File: src/a2i_pkg.sv
// Shared types, character codes and digit decoding for the ASCII to integer parser.
`default_nettype none
package a2i_pkg;

  typedef enum logic [2:0] {
    PH_SPACE,
    PH_SIGN,
    PH_ZERO,
    PH_DIGITS,
    PH_STOP
  } phase_t;

  typedef enum logic [1:0] {
    RADIX_DEC,
    RADIX_OCT,
    RADIX_HEX
  } radix_t;

  typedef struct packed {
    phase_t     phase;
    radix_t     radix;
    logic       minus;
    logic [7:0] stopped_at;
  } ctl_t;

  localparam logic [7:0] CH_NUL   = 8'h00;
  localparam logic [7:0] CH_TAB   = 8'h09;
  localparam logic [7:0] CH_CR    = 8'h0D;
  localparam logic [7:0] CH_SPACE = 8'h20;
  localparam logic [7:0] CH_PLUS  = 8'h2B;
  localparam logic [7:0] CH_MINUS = 8'h2D;
  localparam logic [7:0] CH_ZERO  = 8'h30;
  localparam logic [7:0] CH_ONE   = 8'h31;
  localparam logic [7:0] CH_SEVEN = 8'h37;
  localparam logic [7:0] CH_NINE  = 8'h39;
  localparam logic [7:0] CH_UP_A  = 8'h41;
  localparam logic [7:0] CH_UP_X  = 8'h58;
  localparam logic [7:0] CH_UP_Z  = 8'h5A;
  localparam logic [7:0] CH_LO_A  = 8'h61;
  localparam logic [7:0] CH_LO_X  = 8'h78;
  localparam logic [7:0] CH_LO_Z  = 8'h7A;

  localparam logic [5:0] NOT_DIGIT = 6'd63;
  localparam logic [5:0] BASE_DEC  = 6'd10;
  localparam logic [5:0] BASE_OCT  = 6'd8;
  localparam logic [5:0] BASE_HEX  = 6'd16;

  // Digit value of a character, letters case-insensitive, NOT_DIGIT otherwise.
  function automatic logic [5:0] digit_of(input logic [7:0] c);
    logic [7:0] d;
    begin
      d = 8'(NOT_DIGIT);
      if (c >= CH_ZERO && c <= CH_NINE) begin
        d = c - CH_ZERO;
      end else if (c >= CH_UP_A && c <= CH_UP_Z) begin
        d = c - CH_UP_A + 8'd10;
      end else if (c >= CH_LO_A && c <= CH_LO_Z) begin
        d = c - CH_LO_A + 8'd10;
      end
      return d[5:0];
    end
  endfunction

  function automatic logic is_blank(input logic [7:0] c);
    return (c == CH_SPACE) || (c >= CH_TAB && c <= CH_CR);
  endfunction

endpackage
`default_nettype wire

File: src/a2i_step.sv
// Per-character next-state logic and result formatting of the parser.
`default_nettype none
module a2i_step
  import a2i_pkg::*;
#(
  parameter int VALUE_BITS = 32
) (
  input  wire logic [7:0]            ch,
  input  wire ctl_t                  ctl,
  input  wire logic [VALUE_BITS-1:0] accum,
  output ctl_t                       ctl_next,
  output logic [VALUE_BITS-1:0]      accum_next,
  output logic [31:0]                unsigned_value,
  output logic [31:0]                signed_value,
  output logic                       negative,
  output logic [7:0]                 stop_char
);

  localparam int EXT_BITS = (VALUE_BITS > 32) ? VALUE_BITS : 32;

  logic                  take;
  radix_t                take_radix;
  logic [5:0]            base;
  logic [5:0]            digit;
  logic                  is_stop;
  logic [VALUE_BITS-1:0] mul;
  logic [VALUE_BITS-1:0] sval;
  logic [EXT_BITS-1:0]   v_ext;
  logic [EXT_BITS-1:0]   s_ext;
  logic [31:0]           s32;

  // Which action the character calls for in the current phase.
  always_comb begin
    take       = 1'b0;
    take_radix = RADIX_DEC;
    ctl_next   = ctl;
    case (ctl.phase)
      PH_SPACE: begin
        if (is_blank(ch)) begin
          ctl_next = ctl;
        end else if (ch == CH_MINUS) begin
          ctl_next.minus = 1'b1;
          ctl_next.phase = PH_SIGN;
        end else if (ch == CH_PLUS) begin
          ctl_next.phase = PH_SIGN;
        end else if (ch == CH_ZERO) begin
          ctl_next.phase = PH_ZERO;
        end else begin
          take = 1'b1;
        end
      end
      PH_SIGN: begin
        if (ch == CH_ZERO) begin
          ctl_next.phase = PH_ZERO;
        end else begin
          take = 1'b1;
        end
      end
      PH_ZERO: begin
        if (ch == CH_LO_X || ch == CH_UP_X) begin
          ctl_next.radix = RADIX_HEX;
          ctl_next.phase = PH_DIGITS;
        end else if (ch >= CH_ONE && ch <= CH_SEVEN) begin
          take       = 1'b1;
          take_radix = RADIX_OCT;
        end else begin
          take = 1'b1;
        end
      end
      PH_DIGITS: begin
        take       = 1'b1;
        take_radix = ctl.radix;
      end
      default: begin
        ctl_next.phase = PH_STOP;
      end
    endcase
    if (take) begin
      ctl_next.radix = take_radix;
      if (is_stop) begin
        ctl_next.phase      = PH_STOP;
        ctl_next.stopped_at = ch;
      end else begin
        ctl_next.phase = PH_DIGITS;
      end
    end
  end

  // Digit accumulation: the constant bases reduce to shifts and adds.
  always_comb begin
    digit = digit_of(ch);
    case (take_radix)
      RADIX_HEX: begin
        base = BASE_HEX;
        mul  = accum << 4;
      end
      RADIX_OCT: begin
        base = BASE_OCT;
        mul  = accum << 3;
      end
      default: begin
        base = BASE_DEC;
        mul  = (accum << 3) + (accum << 1);
      end
    endcase
    is_stop    = digit >= base;
    accum_next = accum;
    if (take && !is_stop) begin
      accum_next = mul + VALUE_BITS'(digit);
    end
  end

  // Result fields, formed from the state that a NUL finds.
  always_comb begin
    sval           = accum[VALUE_BITS-1] ? '0 : accum;
    v_ext          = EXT_BITS'(accum);
    s_ext          = EXT_BITS'(sval);
    s32            = ctl.minus ? (32'd0 - s_ext[31:0]) : s_ext[31:0];
    unsigned_value = ctl.minus ? 32'd0 : v_ext[31:0];
    signed_value   = s32;
    negative       = ctl.minus;
    stop_char      = (ctl.phase == PH_STOP) ? ctl.stopped_at : CH_NUL;
  end

endmodule
`default_nettype wire

File: src/ascii_to_integer_parser.sv
// Top level of the ASCII to integer parser: stream ports, parse state and result register.
// A NUL request is accepted and its result shows on m_tvalid in the next cycle.
// Throughput: one character per cycle; the per-character state update is one pass of
// shift-and-add logic between the state registers.
// A result waits in a single output register; input stalls only while it is held.
// Reset (rst, synchronous, active high) clears the parse state and drops m_tvalid.
`default_nettype none
module ascii_to_integer_parser
  import a2i_pkg::*;
#(
  parameter int VALUE_BITS = 32
) (
  input  wire logic        clk,
  input  wire logic        rst,
  input  wire logic        s_tvalid,
  output logic             s_tready,
  input  wire logic [7:0]  s_tdata,   // [7:0] ch
  output logic             m_tvalid,
  input  wire logic        m_tready,
  output logic [79:0]      m_tdata    // [31:0] unsigned_value, [63:32] signed_value,
                                      // [64] negative, [72:65] stop_char, [79:73] zero
);

  localparam ctl_t CTL_RESET = '{phase: PH_SPACE, radix: RADIX_DEC, minus: 1'b0,
                                 stopped_at: 8'd0};

  ctl_t                  ctl;
  ctl_t                  ctl_next;
  logic [VALUE_BITS-1:0] accum;
  logic [VALUE_BITS-1:0] accum_next;
  logic [31:0]           unsigned_value;
  logic [31:0]           signed_value;
  logic                  negative;
  logic [7:0]            stop_char;
  logic                  in_take;
  logic                  is_end;

  a2i_step #(
    .VALUE_BITS(VALUE_BITS)
  ) u_step (
    .ch            (s_tdata),
    .ctl           (ctl),
    .accum         (accum),
    .ctl_next      (ctl_next),
    .accum_next    (accum_next),
    .unsigned_value(unsigned_value),
    .signed_value  (signed_value),
    .negative      (negative),
    .stop_char     (stop_char)
  );

  // The output register frees up in the same cycle its result is taken, so a new
  // request can be accepted every cycle while results drain.
  assign s_tready = !m_tvalid || m_tready;
  assign in_take  = s_tvalid && s_tready;
  assign is_end   = (s_tdata == CH_NUL);

  // Parse state. A NUL closes the string and restores the reset state for the next one.
  always_ff @(posedge clk) begin
    if (rst) begin
      ctl   <= CTL_RESET;
      accum <= '0;
    end else if (in_take) begin
      if (is_end) begin
        ctl   <= CTL_RESET;
        accum <= '0;
      end else begin
        ctl   <= ctl_next;
        accum <= accum_next;
      end
    end
  end

  always_ff @(posedge clk) begin
    if (rst) begin
      m_tvalid <= 1'b0;
    end else if (in_take && is_end) begin
      m_tvalid <= 1'b1;
    end else if (m_tready) begin
      m_tvalid <= 1'b0;
    end
  end

  // Result payload carries no reset; it is qualified by m_tvalid.
  always_ff @(posedge clk) begin
    if (in_take && is_end) begin
      m_tdata <= {7'd0, stop_char, negative, signed_value, unsigned_value};
    end
  end

endmodule
`default_nettype wire

File: config.mk
export PLATFORM = sky130hd
export DESIGN_NAME = ascii_to_integer_parser
export DESIGN_NICKNAME = d
export VERILOG_FILES = /design/src/a2i_pkg.sv /design/src/a2i_step.sv /design/src/ascii_to_integer_parser.sv
export SDC_FILE = /design/constraint.sdc
export NUM_CORES = 1
export LEC_CHECK = 0
export ABC_AREA = 1
export BUFFER_PORTS_ARGS = -buffer_cell sky130_fd_sc_hd__buf_4
export CORE_ASPECT_RATIO = 0.6
export CORE_UTILIZATION = 32
export CTS_CLUSTER_SIZE = 30
export DETAILED_ROUTE_END_ITERATION = 7
export MAX_ROUTING_LAYER = met4
export PLACE_DENSITY = 0.55
export SETUP_SLACK_MARGIN = 0.1
export SLEW_MARGIN = 15
export SYNTH_ARGS = -nofsm -noshare
export SYNTH_HDL_FRONTEND = slang
export SYNTH_HIERARCHICAL = 1
export SYNTH_SLANG_ARGS = --single-unit
File: constraint.sdc
create_clock -name clk -period 4.1 [get_ports clk]
set_input_delay 0.41 -clock clk [delete_from_list [all_inputs] [get_ports clk]]
set_output_delay 0.41 -clock clk [all_outputs]
set_load 0.05 [all_outputs]
* Word level (Yosys, flattened, before mapping)
Cells that the tools add are included.
Widths: inputs -> output; s select.
** Storage, ports and cells
- Bits in registers :: 120
- Bits of input ports :: 12
- Output and inout port bits :: 82
- Logic and storage cells :: 104
** Cells by class
- $add $sub $neg :: 8
- Order comparisons :: 11
- Eq/ne operators :: 16
- Muxes and demuxes :: 35
- Reduce and logical (&&, ||, !) cells :: 25
** Operators with widths (count)
- $mux 32 :: 3
- $pmux 32 s2 :: 1
- $add 32x32->32 :: 1
- $add 32x6->32 :: 1
- $eq 8x6->1 const B :: 4
- $sub 1x32->32 const A :: 1
- $mux 31 :: 1
- $mux 6 :: 3
- $eq 8x7->1 const B :: 2
- $ge 8x6->1 const B :: 2
- $ge 8x7->1 const B :: 2
- $le 8x6->1 const B :: 2
- $le 8x7->1 const B :: 2
- $mux 8 :: 2
- $mux 3 :: 5
- $mux 14 :: 1
- $add 6x4->6 const B :: 2
- $pmux 3 s4 :: 1
- $sub 6x6->6 const B :: 2
- $mux 1 :: 10
- $mux 5 :: 2
- $pmux 5 s2 :: 1
- $mux 9 :: 1
- $ge 8x4->1 const B :: 1
- 25 further kinds :: 42

* Logic depth before layout (Yosys ltp)
- Depth in word-level cells :: 12
- Mapped depth :: 33
- Gate-level depth less buffers :: 31

* Cells and area by module
The synthesis kept the hierarchy.
** By module, submodules not included
- a2i_step :: instances 1, cells each 1189, area each 5999.5 µm², sequential area each 0.0 µm²
- ascii_to_integer_parser :: instances 1, cells each 397, area each 4662.0 µm², sequential area each 3133.0 µm²

* Least setup slack after synthesis
OpenSTA, ideal clock, no wires.
- Path kind :: input-to-reg
- Start point :: in s_tdata[1]
- End point :: reg accum[29]
- Library setup time :: 0.168 ns
- Arrival time :: 4.310 ns
- Data required time :: 3.932 ns
- Slack :: -0.378 ns
- Stages :: 31
- Buffers on the path :: 3
- Path through :: inv_1 -> ha_1 -> nand3_1 -> nand3_1 -> nor2_1 -> a21oi_1 -> ha_1 -> buf_2 -> clkinv_1 -> clkbuf_1 -> buf_2 -> o221ai_1 -> o21ai_0 -> inv_1 -> ha_1 -> nand3_1 -> nand2_1 -> nand2_1 -> nand2_1 -> nand3_1 -> nor2_2 -> nand3_2 -> nor2_4 -> nand4_4 -> nor2_4 -> nand4_1 -> nand3_1 -> nand2_1 -> nand3b_1 -> nand3_1 -> nor2_1
** On the way
- Elaborated cells on any way between the ends :: 53
- Those cells by class :: 6 x add/sub; 11 x order compare; 8 x eq/ne; 16 x mux; 12 x reduce/logical
** RTL lines
- from (decl) :: line ascii_to_integer_parser.sv:17 : input wire logic [7:0] s_tdata,
- branches (longest 7 deep; another with $sub 6x6->6)
- $add 32x6->32 * :: line a2i_step.sv:109 : accum_next = mul + VALUE_BITS'(digit);
- $mux 32 * :: line a2i_step.sv:108 : if (take && !is_stop) begin
- named net accum_next[29] :: line ascii_to_integer_parser.sv:30 : logic [VALUE_BITS-1:0] accum_next;
- $mux 32 * :: line ascii_to_integer_parser.sv:64 : if (is_end) begin
- to (signal assigned) :: line ascii_to_integer_parser.sv:69 : accum <= accum_next;
- to (decl) :: line ascii_to_integer_parser.sv:29 : logic [VALUE_BITS-1:0] accum;
Mark *: on every way through the listed nets, which the timed path passes. The select of a mux whose other input is x is not followed.
A chain may end at the register's enable or synchronous reset.

* Final worst setup path
- Start point :: reg, netlist name ctl[12]
- End point :: reg accum[27]
** On the way
- Elaborated cells on any way between the ends :: 18
- Those cells by class :: 1 x add/sub; 1 x order compare; 5 x eq/ne; 6 x mux; 5 x reduce/logical
** RTL lines
- $eq 3x2->1 :: line a2i_step.sv:37 : case (ctl.phase)
- $pmux 2 s2 * :: line a2i_step.sv:37
- $eq 2x1->1 or $eq 2x2->1 (tied branches) :: line a2i_step.sv:92 : case (take_radix)
- $pmux 32 s2 * :: line a2i_step.sv:92
- $add 32x6->32 * :: line a2i_step.sv:109
- $mux 32 * :: line a2i_step.sv:108
- named net accum_next[27] :: line ascii_to_integer_parser.sv:30
- $mux 32 * :: line ascii_to_integer_parser.sv:64
The timed path passes the listed nets; every way through them passes the cells marked *. The select of a mux whose other input is x is not followed.

==> flow_summary.ini <==
[layout]
syn2layout_area_growth_pct = 19.8
fin_nets = 1763
postLayoutCoreUtil = 0.392
drive_gt1_frac = 0.183
fillers = 3394

[timing]
final_hold_viol_count = 0
fin_tns_setup_ns = 0
grt_setup_unrepaired = false
finalCritPeriodShare = 0.929
fmax_mhz = 262
setup_viol = 0
clock_skew_ns = 0.0126
fin_crit_ns = 3.81
slew-limit-headroom = 0.351
worstMarginPinSlew_ns = 0.973
fin_ws_ns = 0.290
maxSlewViolCount = 0

[synthesis]
yosys_warnings = 6
ys_ff_latch = 120
yosysSeqAreaShare = 0.294
synth_area_leaders = edfxtp_1, nand2_1, dfxtp_1
syn_area_per_cell_sq_um = 6.72
synth_edf_count = 73
async_flop_share = 0
synthDistinctLibCells = 54
synth_ff_type = edfxtp_1
synthTopCellsByCount = nand2_1, inv_1, nor2_1
syn_area_sq_um = 10700
synthCells = 1586
synth_top_area_cell = edfxtp_1
synth_top_area_frac = 0.206
synth_most_common_cell = nand2_1

[clocking]
cts_max_level = 4
cts.sinks = 120
clkTransAtPathRegs_ns = 0.06
cts_tree = yes
cts_root_buf = clkbuf_16
cts_buffer_depth = 2
clkLatencyLatePin_ns = 0.44
cts_made_buffers = 17

[route]
drt_wl_total_microns = 36100
via_per_inst = 4.91
wl_per_cell_microns = 16.7
drc = 0
firstDrtPassIters = 6
dr.first_iter.drc_count = 1303
antenna_left = 0
vias = 10600

[place]
numPortBuffers = 86
preCtsSetupSlack_ns = -0.197
place_congestion = 0.989
dpl.hpwl_microns = 27400

[global_routing]
grtUsageTotal = 0.221
grt_pass1_vias = 9394
antenna_found_initial = 1
grt.overflow.total = 0
grt_pass1_wl_microns = 55700
grt_max_degree = 52

[die]
io_pins = 94
rows = 51
core_area_sq_um = 32600
start_util = 0.327
die_height_microns = 143
die_area_sq_um = 34100
die_w_microns = 238

[power]
power.leakage_uw = 0.00599
peakVddDrop_uv = 214
clock_power_share = 0.386
power.internal_uw = 2580
swShare = 0.344
pwr-share-seq = 0.352
p_per_area_nw_per_um2 = 308
p_total_uw = 3930
pwr-share-comb = 0.261
p_sw_uw = 1350

[setup_path]
cp_max_fo = 6
crit_path_top_delay_cell = dfxtp_4
worstSetupPathType = flip-flop to flip-flop
slowest_delay_ns = 0.36
cp.required_ns = 4.39
start_kind = flip-flop
crit_arrival_ns = 4.10
endpoint_kind = flip-flop

[min_path]
hold_class = primary input to flip-flop

[outcome]
status = completed

[flow_run]
max_cap_viol_count = 0
[critical path: cells and delay by family, from the launching register on]
family,cells,cell delay [ns]
AND/OR/NAND/NOR,20,2.17
adder cells (fa/ha/maj),3,0.65
buffers and inverters,5,0.43
flip-flops,1,0.36
AO/OA/AOI/OAI,1,0.07
[power by group through the flow]
stage / combinational (uW) / sequential [uW] / clock [uW]
floorplan: 711 / 1380 / 0
global placement: 977 / 1410 / 0
detailed placement: 982 / 1410 / 0
CTS: 989 / 1380 / 1550
global route: 1140 / 1390 / 1610
finish: 1030 / 1390 / 1520
[cell families (layout without fill, tap and decap cells)]
kind of cell	after synthesis	after routing	synth area share
AND/OR/NAND/NOR	909	910	0.397
AO/OA/AOI/OAI	132	132	0.0752
XOR/XNOR	48	48	0.0394
other	1	9	0.000352
flip-flops	120	120	0.294
adder cells (fa/ha/maj)	51	51	0.0613
buffers and inverters	325	445	0.133
[routing by layer]
layer  global-route usage  share of wire  routed length [microns]  vias up
met2                0.261           0.36                    12800      424
met3               0.0653           0.11                     4070       26
li1                     -              -                        -     5311
met1                0.350           0.52                    18900     4872
met4               0.0384         0.0086                      309        0
met5                    -              0                        0        -
[layout by cell type (no fill, tap or decap), drive strengths merged, types with 3 or more instances in the layout]
master and n:
nand2 440, inv 266, nor2 206, nand3 160, buf 148, edfxtp 73, o21ai 56, nand3b 53
ha 49, dfxtp 47, a21oi 31, nand4 29, xor2 26, xnor2 22, clkbuf 20, o221ai 20
nor3 14, o22ai 9, conb 7, clkinv 6, clkinvlp 4, and2 4, o31ai 4, or2 3
a31oi 3
[flip-flops by register name, summed over array words and instances (netlist names)]
name,count
m_tvalid,1
ctl,14
m_tdata,73
accum,32
[stage by stage]
step	std cells	hold WS, ns	cell area [sq um]
final	2165	0.145	12800
after floorplan	1592	0.479	10800
after CTS	2158	0.129	12600
after global placement	2126	0.531	12000
after global routing	2165	0.121	12800
after detailed placement	2126	0.544	12000
[layout make-up]
type | instances | area, sq um | area share
Antenna cell | 2 | 5.00 | 0.000392
Clock buffer | 20 | 479 | 0.0375
Clock inverter | 12 | 114 | 0.00891
Inverter | 265 | 1010 | 0.0790
Multi-Input combinational cell | 1148 | 6300 | 0.493
Sequential cell | 120 | 3140 | 0.246
Tap cell | 450 | 563 | 0.0441
Timing Repair Buffer | 148 | 1160 | 0.0912
[final timing paths]
check                           startpoint        end  slack, ns  depth (start not counted)
worst min-delay path                   rst   m_tvalid       0.15                          2
worst min register to register      ctl[7]     ctl[7]       0.55                          4
worst max-delay path               ctl[12]  accum[27]       0.29                         29
worst max register to register     ctl[12]  accum[27]       0.29                         29
[what timing repair did]
| item | in CTS | in global routing |
|---|---|---|
| hold endpoints to repair | 0 | 0 |
| hold buffers | 0 | 0 |
| gates resized for setup | 0 | 20 |
| gates cloned | 0 | 1 |
| pin swaps | 1 | 12 |
| setup buffers | 0 | 4 |
| setup endpoints to repair | 1 | 21 |
Power figures use the tool's default switching activity.
